## src/sbrq_pkg.sv

```systemverilog
// ----------------------------------------------------------------------------
// sbrq_pkg
// Shared types, command and status codes and helper functions of the s-t
// boundary range query block.
// ----------------------------------------------------------------------------
`default_nettype none

package sbrq_pkg;

  localparam logic [2:0] CMD_CLEAR   = 3'd0;
  localparam logic [2:0] CMD_APPEND  = 3'd1;
  localparam logic [2:0] CMD_RANGE   = 3'd2;
  localparam logic [2:0] CMD_UNBLOCK = 3'd3;
  localparam logic [2:0] CMD_POINT   = 3'd4;
  localparam logic [2:0] CMD_SLOPES  = 3'd5;

  localparam logic [2:0] ST_OK          = 3'd0;
  localparam logic [2:0] ST_TIME        = 3'd1;
  localparam logic [2:0] ST_INVALID     = 3'd2;
  localparam logic [2:0] ST_FULL        = 3'd3;
  localparam logic [2:0] ST_UNSUPPORTED = 3'd4;

  localparam logic [2:0] DEC_STOP     = 3'd0;
  localparam logic [2:0] DEC_FOLLOW   = 3'd1;
  localparam logic [2:0] DEC_YIELD    = 3'd2;
  localparam logic [2:0] DEC_OVERTAKE = 3'd3;

  localparam logic [22:0] HORIZON_RESET = 23'd200000;
  localparam logic signed [17:0] SLOPE_DT_MS = 18'sd50;

  localparam int QUO_BITS = 26;

  typedef struct packed {
    logic [15:0]        t;
    logic signed [23:0] lo;
    logic signed [23:0] up;
  } pt_t;

  typedef struct packed {
    logic               start;
    logic signed [41:0] num;
    logic [15:0]        den;
  } div_req_t;

  typedef struct packed {
    logic               done;
    logic signed [26:0] quo;
  } div_rsp_t;

  function automatic logic signed [23:0] clamp_lo(input logic signed [23:0] x);
    clamp_lo = (x < 24'sd0) ? 24'sd0 : x;
  endfunction

  function automatic logic signed [23:0] clamp_up(input logic signed [23:0] x,
                                                  input logic [22:0] h);
    logic signed [23:0] hs;
    hs = $signed({1'b0, h});
    clamp_up = (x > hs) ? hs : x;
  endfunction

  function automatic logic signed [31:0] diff_ext(input logic signed [23:0] a,
                                                  input logic signed [23:0] b);
    logic signed [24:0] d;
    d = $signed({a[23], a}) - $signed({b[23], b});
    diff_ext = {{7{d[24]}}, d};
  endfunction

endpackage

`default_nettype wire

```

## src/sbrq_div.sv

```systemverilog
// ----------------------------------------------------------------------------
// sbrq_div
// Iterative rounding divider: returns the numerator over the denominator,
// rounded to nearest with ties away from zero, one quotient bit per cycle.
// ----------------------------------------------------------------------------
`default_nettype none

module sbrq_div (
  input  wire logic              clk_i,
  input  wire logic              rst_ni,
  input  wire sbrq_pkg::div_req_t req_i,
  output sbrq_pkg::div_rsp_t      rsp_o
);
  import sbrq_pkg::*;

  localparam int CntW = $clog2(QUO_BITS);

  logic                busy_q;
  logic                done_q;
  logic                neg_q;
  logic [CntW-1:0]     cnt_q;
  logic [17:0]         rem_q;
  logic [16:0]         den2_q;
  logic [QUO_BITS-1:0] nrest_q;
  logic [QUO_BITS-1:0] quo_q;

  logic [41:0] mag;
  logic [43:0] nsum;
  logic [17:0] trial;
  logic        take;

  assign mag   = req_i.num[41] ? 42'(-req_i.num) : req_i.num;
  assign nsum  = {1'b0, mag, 1'b0} + {28'd0, req_i.den};
  assign trial = {rem_q[16:0], nrest_q[QUO_BITS-1]};
  assign take  = (trial >= {1'b0, den2_q});

  always_ff @(posedge clk_i or negedge rst_ni) begin
    if (!rst_ni) begin
      busy_q  <= 1'b0;
      done_q  <= 1'b0;
      neg_q   <= 1'b0;
      cnt_q   <= '0;
      rem_q   <= '0;
      den2_q  <= '0;
      nrest_q <= '0;
      quo_q   <= '0;
    end else begin
      done_q <= 1'b0;
      if (req_i.start) begin
        busy_q  <= 1'b1;
        cnt_q   <= '0;
        neg_q   <= req_i.num[41];
        den2_q  <= {req_i.den, 1'b0};
        rem_q   <= nsum[43:QUO_BITS];
        nrest_q <= nsum[QUO_BITS-1:0];
        quo_q   <= '0;
      end else if (busy_q) begin
        rem_q   <= take ? (trial - {1'b0, den2_q}) : trial;
        nrest_q <= {nrest_q[QUO_BITS-2:0], 1'b0};
        quo_q   <= {quo_q[QUO_BITS-2:0], take};
        cnt_q   <= cnt_q + 1'b1;
        if (cnt_q == CntW'(QUO_BITS - 1)) begin
          busy_q <= 1'b0;
          done_q <= 1'b1;
        end
      end
    end
  end

  assign rsp_o.done = done_q;
  assign rsp_o.quo  = neg_q ? -$signed({1'b0, quo_q}) : $signed({1'b0, quo_q});

  a_rem_below_den : assert property (@(posedge clk_i) disable iff (!rst_ni)
    busy_q |-> (rem_q < {1'b0, den2_q}))
    else $error("Divider remainder reached the divisor.");

  a_no_start_busy : assert property (@(posedge clk_i) disable iff (!rst_ni)
    req_i.start |-> !busy_q)
    else $error("Divider started while busy.");

  a_done_after_busy : assert property (@(posedge clk_i) disable iff (!rst_ni)
    done_q |-> $past(busy_q))
    else $error("Divider finished without running.");

endmodule

`default_nettype wire

```

## config.mk

```make
export PLATFORM = sky130hd
export DESIGN_NAME = sbrq_div
export DESIGN_NICKNAME = d
export VERILOG_FILES = /design/src/sbrq_pkg.sv /design/src/sbrq_div.sv
export SDC_FILE = /design/constraint.sdc
export NUM_CORES = 1
export LEC_CHECK = 0
export BUFFER_PORTS_ARGS = -buffer_cell sky130_fd_sc_hd__buf_2
export CAP_MARGIN = 20
export CORE_UTILIZATION = 60
export DETAILED_ROUTE_END_ITERATION = 8
export HOLD_SLACK_MARGIN = 0.06
export PLACE_DENSITY = 0.92
export SYNTH_ARGS = -nofsm -noshare
export SYNTH_HDL_FRONTEND = slang
export SYNTH_SLANG_ARGS = --single-unit
```

## constraint.sdc

```tcl
create_clock -name clk_i -period 6.62 [get_ports clk_i]
set_clock_uncertainty 0.15 [all_clocks]
set_input_delay 0.331 -clock clk_i [delete_from_list [all_inputs] [get_ports clk_i]]
set_output_delay 0.331 -clock clk_i [all_outputs]
set_load 0.005 [all_outputs]
```

Word-level counts from Yosys, hierarchy flattened
Cells that the tools add are included.
{"block": "word_totals", "word_cells": 33, "output_inout_bits": 28, "inputBits": 61, "reg_bits": 93}
{"block": "op_classes", "eq_ne": 1, "magnitude_cmp": 1, "n_reduce_logical": 1, "n_addsub": 5, "n_mux": 17}
{"operator": "26-bit 2-to-1 mux", "n": 4}
{"operator": "17-bit 2-to-1 mux", "n": 3}
{"operator": "43-bit by 16-bit adder with 43-bit output", "n": 1}
{"operator": "42-bit 2-to-1 mux", "n": 1}
{"operator": "42-bit negator", "n": 1}
{"operator": "27-bit 2-to-1 mux", "n": 1}
{"operator": "26-bit negator with 27-bit output", "n": 1}
{"operator": "18-bit by 17-bit greater-or-equal comparator with 1-bit output", "n": 1}
{"operator": "17-bit subtractor", "n": 1}
{"operator": "5-bit 2-to-1 mux", "n": 2}
{"operator": "1-bit 2-to-1 mux", "n": 6}
{"operator": "5-bit by 1-bit adder with 5-bit output (second input constant)", "n": 1}
{"operator": "5-bit == test (second input constant)", "n": 1}
{"operator": "2-bit nonzero test", "n": 1}

Logic depth before layout (Yosys ltp)
Gate-level depths: netlist (run 1).
{"block": "logic_depth", "ltp_word": 4, "depth_mapped": 19, "ltp_nobuf": 16}

Worst setup path after synthesis (run 1)
No wires, ideal clock.
{"block": "synth_path", "kind": "in2reg", "from": "in req_i[57] (netlist name)", "to": "reg rem_q[2]", "path_stages": 18, "required_ns": 6.349, "arrival_ns": 4.190, "slack_ns": 2.159, "n_path_buf": 6, "setup_time_ns": 0.121, "path_cell_list": "clkbuf_1 > clkbuf_1 > clkbuf_1 > clkbuf_1 > buf_1 > nand2_1 > o21ai_0 > ha_1 > a211oi_1 > nor4_1 > nor3_1 > o21ai_0 > a221oi_1 > and4b_1 > buf_4 > and2b_1 > xnor2_1 > a22o_1"}
{"block": "synth_between", "elab_chain_cells": 3}
{"element": "from (decl)", "line": "sbrq_div.sv:11", "text": "input wire sbrq_pkg::div_req_t req_i,"}
{"element": "42-bit 2-to-1 mux", "line": "sbrq_div.sv:32", "text": "assign mag = req_i.num[41] ? 42'(-req_i.num) : req_i.num;"}
{"element": "43-bit by 16-bit adder with 43-bit output", "line": "sbrq_div.sv:33", "text": "assign nsum = {1'b0, mag, 1'b0} + {28'd0, req_i.den};"}
{"element": "17-bit 2-to-1 mux", "line": "sbrq_div.sv:49", "text": "if (req_i.start) begin"}
{"element": "to (signal assigned)", "line": "sbrq_div.sv:54", "text": "rem_q <= nsum[43:QUO_BITS];"}
{"element": "to (signal assigned)", "line": "sbrq_div.sv:58", "text": "rem_q <= take ? (trial - {1'b0, den2_q}) : trial;"}
{"element": "to (decl)", "line": "sbrq_div.sv:22", "text": "logic [17:0] rem_q;"}
Every way passes these cells.
A chain may end at the register's enable or synchronous reset.

Worst setup path after layout (run 1)
{"block": "layout_path", "from": "in req_i[16] (netlist name)", "to": "reg rem_q[2]"}
{"block": "layout_between", "elab_chain_cells": 4}
{"element": "42-bit negator", "line": "sbrq_div.sv:32"}
{"element": "42-bit 2-to-1 mux *", "line": "sbrq_div.sv:32"}
{"element": "43-bit by 16-bit adder with 43-bit output *", "line": "sbrq_div.sv:33"}
{"element": "17-bit 2-to-1 mux *", "line": "sbrq_div.sv:49"}
Every way passes the cells marked *; elsewhere a longest branch is shown, timed or not.

==> metrics.txt, run 1 <==
FF-to-FF Start rem_q[6]; grt met2 use a little under half; fin cells 1174; footprint of the multi-input gates 5310 sq um; Setup WS pre-CTS 2.01 ns; commonest cells after routing, fill and taps aside dfrtp_1, nand2_1, nor2_1; critical path class in -> reg; dpl cell area 8450 sq um; met1 Usage GRT 38.4%; DRT antenna net count 0; initial antenna violation count 2; asr flop ratio synth 100%; Std-Cell Rows 41; most common cell after layout, fill and taps aside dfrtp_1; Crit Path Max Fanout 10; power per cell area about 280 nW/um^2; vias 7292; I/O pin count 89; drt first-iter violations about 510; DRC Markers 0; final-report max-slew violation count 0; Post-Syn Area 7980 sq um; fin worst setup slack ~2.2 ns; unrepaired setup endpoints after global routing no; Port Buffer Count 88; CP top delay family simple AND/OR/NAND/NOR gates; die width 117 um; startpoint types input port; CTS tree built; register bit count reported by yosys 93; fin crit period 4.39 ns; CTS Buf Count 9; drt first pass iters 5; GRT Max-Usage Layer met2; DP HPWL 14800 um; Fillers 979; Num Clock Sinks 93; Critical Path Sink Type flop; Hold Fails Final Rpt 0; normalized max-slew margin between 40% and 50%; Placer Congestion 0.975; Main synth FF type dfrtp_1; core box area 12800 sq um; Reg2Reg Setup Slack 3.31 ns; max cap viols 0; post-synthesis sequential area ratio 29.2%; Initial Util between 60% and 70%; EDFF count, synth 0; share of cells above drive strength 1 14.2%; Longest Clk Path Bufs 2; area grow syn2layout 10.0%; post-CTS resize count 0; run status completed; Critical-path top delay cell a221oi_1; yosys synthesis warning count 0; critical path launch point req_i[16]; largest net degree at the start of global routing 104; Placed Cells incl. Taps 1154; Synthesized Nets 1041; cell area after layout 8780 sq um; vias in the first global route 6809; peak supply drop ~0.16 mV; register area 2330 sq um; clock slew seen by the registers of the worst setup and hold paths 0.06 ns; crit path DAT 4.47 ns; Synth Area per Inst 8.46 sq um; clk_lat worst skew around 0.34 ns; setup TNS 0 ns; CP Buf/Inv Count 1; synth unique cells 80; Total GRT Usage 28.9%; DRT Wirelength about 20000 um; Root Driver clkbuf_16; WP data required 6.70 ns; Die H 117 um; Leak 4.15 nW; DR vias/cell 6.21; crit share post-route around two thirds; GR met3 Demand/Resource 2.58%; # nets final 1093; Slew @ Worst Pin ~0.9 ns; min-delay src req_i[5]; wire per inst 17.2 um; Critical Path Most Common Cell o21ai_0; CP peak stage delay 0.64 ns; crit path cell chain buf_2, nor4_1, nand2b_1, nand2b_1, o21ai_0, xnor2_1, ha_1, o21ai_0, nor2_1, nor2_1, o21ai_0, a221oi_1, and4b_1, and2b_1, xnor2_1, a22o_1; Synth Instances 943; grt total ovfl 0; Finish-stage setup viols 0; die area between 10000 and 15000 sq um; H-tree depth 3; Worst Hold Class in -> reg; first-pass GRT wire length 32500 um; Peak Freq 228 MHz
==> worst reg2reg max path, cell delays in order (launching register included) <==
cell and delay, ns:
dfrtp_1 0.41, ha_1 0.39, and4_1 0.28, nand2_1 0.07, a21oi_1 0.21, o21bai_1 0.14, a311oi_1 0.43, o32ai_2 0.15
buf_4 0.25, mux2_2 0.30, a22oi_1 0.28, o21ai_1 0.11
==> registers in the layout, indices dropped and copies added, names as in the netlist <==
signal   cells
nrest_q     26
quo_q       26
rem_q       17
den2_q      16
cnt_q        5
busy_q       1
done_q       1
neg_q        1
==> logic make-up (layout without fill, tap and decap cells) <==
logic type / after synthesis / in the layout / share of synthesized area [%]
DFF: 93 / 93 / 29.2
xor gates and xnor gates: 113 / 113 / 12.4
and+or+nand+nor: 327 / 327 / 21.4
adders and majority gates: 37 / 37 / 5.99
buffers and inverters: 85 / 142 / 4.36
muxes: 59 / 59 / 7.45
AOI/OAI and AO/OA: 229 / 229 / 19.2
other: 0 / 2 / 0
==> power breakdown <==
group          internal [mW]  total, mW  switching, mW
clock                  0.271      0.496          0.226
combinational          0.569       1.24          0.676
sequential             0.666      0.757         0.0909
total                   1.51       2.50          0.992
==> final timing paths <==
path                        endpoint  depth (start not counted)
max reg2reg                rem_q[10]                         11
min reg2reg                den2_q[1]                          1
min in group asynchronous   cnt_q[2]                          2
max                         rem_q[2]                         16
min                        den2_q[6]                          3
max in group asynchronous     busy_q                          3
==> stage by stage <==
step | util [%] | power, mW | hold slack [ns]
floorplan | - | 1.65 | -0.115
finish | 68.7 | 2.50 | 0.0952
global placement | 66.2 | 1.93 | 0.139
detailed placement | 66.2 | 1.98 | 0.141
global route | 68.7 | 2.66 | 0.105
CTS | 68.5 | 2.48 | 0.0738
==> layout make-up <==
| type | count | share of cell area (%) |
|---|---|---|
| multi-input cells | 765 | 60.5 |
| inverters | 32 | 1.37 |
| repair buffers | 94 | 5.76 |
| clock buffers | 10 | 2.72 |
| diodes | 2 | 0.0570 |
| flip-flops and latches | 93 | 26.6 |
| well taps | 172 | 2.45 |
| clock inverters | 6 | 0.599 |
==> Yosys cell counts (all sizes together) (10+ instances only) <==
library cell	n	area share, %
dfrtp	93	29
nand2	91	4.3
nor2	88	4.1
o21ai	79	5.0
xnor2	72	7.9
mux2i	56	7.0
xor2	41	4.5
clkbuf	35	1.7
ha	35	5.5
inv	32	1.5
a21oi	26	1.7
o31ai	19	1.8
buf	18	1.2
nor3	17	1.3
or3	17	1.3
a211oi	16	1.6
nand3	16	1.1
o41ai	15	1.6
nand2b	14	1.1
nand4	14	1.2
nor4	13	1.4
a21o	11	1.0
or4	11	1.1
nor2b	10	0.78
or2	10	0.78
==> metal layers <==
layer  routed length [um]  part of all wire [%]
met5                    0                     0
met4                  626                   3.1
met3                 1320                   6.6
met2                 9520                    47
met1                 8700                    43
==> timing repair <==
item | in CTS | in global routing
hold endpoints to repair | 30 | 0
hold buffers | 1 | 0
setup buffers | 0 | 0
(Power assumes the default switching activity.)
==> run 2, diff against run 1 <==
- clock period: 6.62 -> 4.25 ns (I/O delays scaled with it)
==> metrics.txt, run 2 (synthesized netlist as in run 1, its figures left out) <==
dpl cell area 8500 sq um; Worst Hold Class in -> reg; DRC Markers 0; drt first-iter violations ~690; run status completed; CP peak stage delay ~0.42 ns; wire per inst about 17 um; most common cell after layout, fill and taps aside dfrtp_1; Initial Util 62.5%; die area approximately 14000 sq um; Root Driver clkbuf_16; largest net degree at the start of global routing 92; Port Buffer Count 88; area grow syn2layout 12.3%; initial antenna violation count 0; Num Clock Sinks 93; Crit Path Max Fanout 8; power per cell area 435 nW/um^2; fin crit period 3.73 ns; peak supply drop around 0.25 mV; GR met3 Demand/Resource under 10%; normalized max-slew margin 41.5%; Fillers 944; CTS tree built; WP data required 4.31 ns; DRT antenna net count 0; startpoint types input port; clk_lat worst skew about 0.35 ns; Slew @ Worst Pin 0.878 ns; CTS Buf Count 9; grt total ovfl 0; first-pass GRT wire length between 30000 and 40000 um; final-report max-slew violation count 0; Total GRT Usage 29.8%; Critical-path top delay cell and4b_1; met1 Usage GRT 38.8%; Hold Fails Final Rpt 0; WHS about 0.16 ns; vias in the first global route 7167; share of cells above drive strength 1 approximately 14%; DR vias/cell slightly above 6; Antenna Diode Count 0; Finish-stage setup viols 0; DP HPWL about 15000 um; cell area after layout 8960 sq um; setup TNS 0 ns; Largest regs nrest_q x26, quo_q x26, rem_q x17; Placer Congestion between 0.9 and 1; post-CTS setup buffers 0; clock slew seen by the registers of the worst setup and hold paths 0.07 ns; GRT Max-Usage Layer met2; grt met2 use 49.4%; vias 7377; path depth of the worst reg2reg path 11; core box area 12800 sq um; crit share post-route between 80 and 90%; die width 117 um; Std-Cell Rows 41; I/O pin count 89; drt first pass iters 5; DRT Wirelength around 20000 um; crit path cell chain buf_2, inv_1, ha_1, nor4b_2, nand2_1, nand2_1, xnor2_1, ha_1, nand3_1, nor4_1, nor3_1, o21ai_0, a221oi_2, and4b_1, nor4b_4, xor2_1, o21ai_1; Worst Hold Path Cells 4; Leak 4.23 nW; unrepaired setup endpoints after global routing no; H-tree depth 3; commonest cells after routing, fill and taps aside dfrtp_1, nand2_1, nor2_1; Crit path depth 17; CP Buf/Inv Count 2; critical path class in -> reg; Peak Freq 268 MHz; Die H 117 um; CP top delay family simple AND/OR/NAND/NOR gates; max cap viols 0; Critical Path Sink Type flop; Pwr Total 3.90 mW; fin util between 70% and 80%; Longest Clk Path Bufs 2; # nets final 1114; crit path DAT 3.79 ns
-- run 2: final timing paths --
kind                       startpoint         end  slack, ns
max                         req_i[16]   rem_q[10]       0.52
min                         req_i[16]  nrest_q[1]       0.16
max reg2reg                 den2_q[9]    rem_q[6]       0.85
min reg2reg                nrest_q[0]  nrest_q[0]       0.37
max in group asynchronous      rst_ni  den2_q[11]       2.73
min in group asynchronous      rst_ni   den2_q[3]       0.37
-- run 2: cell type report --
| type | count | area [sq um] | area share [%] |
|---|---|---|---|
| clock buffers | 10 | 229 | 2.56 |
| clock inverters | 6 | 47.5 | 0.531 |
| inverters | 32 | 120 | 1.34 |
| multi-input cells | 765 | 5320 | 59.4 |
| flip-flops and latches | 93 | 2330 | 26.0 |
| well taps | 172 | 215 | 2.40 |
| repair buffers | 115 | 691 | 7.71 |
-- run 2: per-stage QoR --
step / instances / setup slack (ns)
after floorplan: 943 / 0.0572
after global placement: 1160 / 0.253
after detailed placement: 1160 / 0.0102
after CTS: 1193 / 0.356
after global routing: 1193 / 0.131
final: 1193 / 0.515
-- run 2: worst reg2reg max path, cell delays in order, from the launching register on --
cell and delay, ns:
dfrtp_1 0.37, inv_1 0.11, ha_1 0.29, a21oi_1 0.28
o211ai_1 0.18, o21bai_1 0.26, a311oi_1 0.19, o32ai_2 0.51
buf_4 0.36, mux2i_1 0.27, a211oi_1 0.11, a21o_1 0.20
-- run 2: timing repair --
item	in CTS	in global routing
hold buffers	17	0
endpoints found under the setup margin	0	1
endpoints found under the hold margin	82	0
gates resized for setup	0	1
-- run 2: per-layer routing --
metal  part of all wire, %  wire length (um)
met5                     0                 0
met2                    48              9660
met4                   3.6               740
met1                    43              8670
met3                   6.0              1230
-- run 2: report_power, final --
| group | internal (mW) | leakage (nW) | switching [mW] |
|---|---|---|---|
| registers | 1.04 | 1.17 | 0.133 |
| logic | 0.900 | 2.92 | 1.08 |
| clock network | 0.401 | 0.133 | 0.347 |
==> run 3, diff against run 2 <==
- ABC_AREA: unset -> 1
==> metrics.txt, run 3 <==
WP data required 3.89 ns; Die H 120 um; Synth Area per Inst 6.74 sq um; Sw Share 42.3%; Seq pwr share 29.5%; Synthesized Nets 1339; synth unique cells 49; DRT antenna net count 0; DRC Markers 0; normalized max-slew margin 50.9%; core box area 13400 sq um; Yosys top cell by area dfrtp_1; peak supply drop 0.238 mV; Longest Clk Path Bufs 2; I/O pin count 89; max cap viols 0; Main synth FF type dfrtp_1; register bit count reported by yosys 93; grt total ovfl 0; crit path DAT 3.04 ns; die width 120 um; clock slew seen by the registers of the worst setup and hold paths 0.07 ns; startpoint types flop; Port Buffer Count 88; DP HPWL 17500 um; Synth top area share 27.8%; Crit Path Max Fanout 17; final-report max-slew violation count 0; post-CTS resize count 0; DRT Wirelength 23300 um; Commonest cells post-synth nand2_1, inv_1, o21ai_0, nor2_1, dfrtp_1; CTS tree built; power per cell area between 400 and 500 nW/um^2; Post-Syn Area 8370 sq um; Peak Freq about 290 MHz; drt first-iter violations 790; area grow syn2layout 12.8%; Critical Path Sink Type primary output; clk_lat worst skew 0.35 ns; setup TNS 0 ns; Hold Fails Final Rpt 0; asr flop ratio synth between 90% and 100%; DR vias/cell roughly 5.8; EDFF count, synth 0; Initial Util 62.5%; post-synthesis sequential area ratio 27.8%; Int Power 2.25 mW; unrepaired setup endpoints after global routing no; wire per inst ~15 um; synth top area cells dfrtp_1, nand2_1, inv_1, o21ai_0, xor2_1; Finish-stage setup viols 0; most common cell after layout, fill and taps aside nand2_1; Antenna Diode Count 0; Total GRT Usage about 34%; post-CTS setup buffers 0; critical path class reg -> out; Worst Hold Class in -> reg; WHS 0.154 ns; most frequent cell after synthesis nand2_1; commonest cells after routing, fill and taps aside nand2_1, inv_1, o21ai_0; initial antenna violation count 0; Std-Cell Rows 42; Num Clock Sinks 93; crit share post-route between 80% and 90%; vias in the first global route 8028; drt first pass iters 5; clock power share 23.5%; largest net degree at the start of global routing 67; Slew @ Worst Pin 0.737 ns; CTS Buf Count 9; Root Driver clkbuf_16; Placer Congestion between 0.9 and 1; Psw 1.65 mW; combinational power share 47.0%; first-pass GRT wire length 38500 um; Synth Instances 1241; yosys synthesis warning count 0; Setup WS pre-CTS 0.906 ns; run status completed; Largest regs nrest_q x26, quo_q x26, rem_q x17; fin crit period 3.40 ns; die area 14400 sq um; vias 8680; fin worst setup slack about 0.85 ns; # nets final 1426; share of cells above drive strength 1 ~15%; Leak slightly below 5 nW; H-tree depth 3
==> run 3: cell types whose count changed after synthesis, moves of 16 or more <==
| cell | before | now |
|---|---|---|
| nand3_1 | 15 | 72 |
| or3_1 | 17 | 0 |
| nand2_2 | 0 | 28 |
| nand2_1 | 91 | 294 |
| o21ai_0 | 75 | 112 |
| inv_1 | 32 | 168 |
| o22ai_1 | 4 | 29 |
| a21oi_1 | 25 | 56 |
| nor2_2 | 0 | 16 |
| mux2i_1 | 56 | 0 |
| xnor2_1 | 72 | 10 |
| xor2_1 | 41 | 62 |
==> run 3: worst paths after layout <==
check / from / end / slack (ns) / cells past startpoint
worst max-delay path: neg_q / rsp_o[25] / 0.85 / 11
min in group asynchronous: rst_ni / nrest_q[13] / 0.30 / 2
worst max register to register: rem_q[11] / rem_q[15] / 1.15 / 11
max in group asynchronous: rst_ni / nrest_q[17] / 2.66 / 3
worst min register to register: cnt_q[4] / cnt_q[4] / 0.33 / 1
worst min-delay path: req_i[16] / nrest_q[1] / 0.15 / 4
==> run 3: power by group through the flow <==
stage / Sequential, mW / Combinational (mW) / Clock (mW)
detailed placement: 1.15 / 1.75 / 0
floorplan: 1.11 / 1.32 / 0
finish: 1.15 / 1.83 / 0.916
global placement: 1.15 / 1.69 / 0
CTS: 1.14 / 1.80 / 0.912
global route: 1.16 / 2.05 / 0.948
==> run 3: cells by family after synthesis <==
logic type / Yosys count / share of synthesized area (%)
xor+xnor: 72 / 7.53
buf+inv: 216 / 10.2
simple gates: 581 / 32.8
flops: 93 / 27.8
compound gates: 242 / 16.0
fa+ha+maj: 37 / 5.71
==> run 3: layer usage <==
metal  wire (um)  GRT usage [%]  vias to the layer above  part of all wire [%]
met5           0              0                        -                     0
met4         889           14.5                        0                   3.8
met3        1940           4.28                       53                   8.3
met2       10700           53.8                      442                    46
met1        9810           45.5                     3969                    42
li1            -              -                     4216                     -
==> run 3: metrics by stage <==
stage	power (mW)	instance area, sq um	instances	util (%)
6_report	3.90	9440	1509	70.4
5_1_grt	4.16	9440	1509	70.4
4_1_cts	3.85	9410	1508	70.2
3_5_place_dp	2.90	8900	1475	66.4
3_3_place_gp	2.84	8900	1475	66.4
2_1_floorplan	2.44	8370	1241	-
==> run 3: area by class of cell <==
| cell class | count | area (sq um) |
|---|---|---|
| Clock buffer | 9 | 225 |
| Multi-Input combinational cell | 932 | 5190 |
| Tap cell | 176 | 220 |
| Fill cell | 1038 | 3960 |
| Inverter | 179 | 672 |
| Sequential cell | 93 | 2330 |
| Clock inverter | 7 | 114 |
| Timing Repair Buffer | 113 | 693 |
==> run 3: timing repair <==
action | 4_1_cts | 5_1_grt
hold endpoints to repair | 73 | 0
endpoints found under the setup margin | 0 | 0
hold buffers | 17 | 0
==> run 3: worst max-delay path, cell delays in order (launching register included) <==
cell,delay [ns]
dfrtp_1,0.59
inv_1,0.42
a31oi_1,0.16
nor2_2,0.16
nand2_1,0.11
nor2_2,0.19
nand2_1,0.14
a21oi_1,0.29
nand2_1,0.15
a21oi_1,0.18
xor2_1,0.16
buf_2,0.14
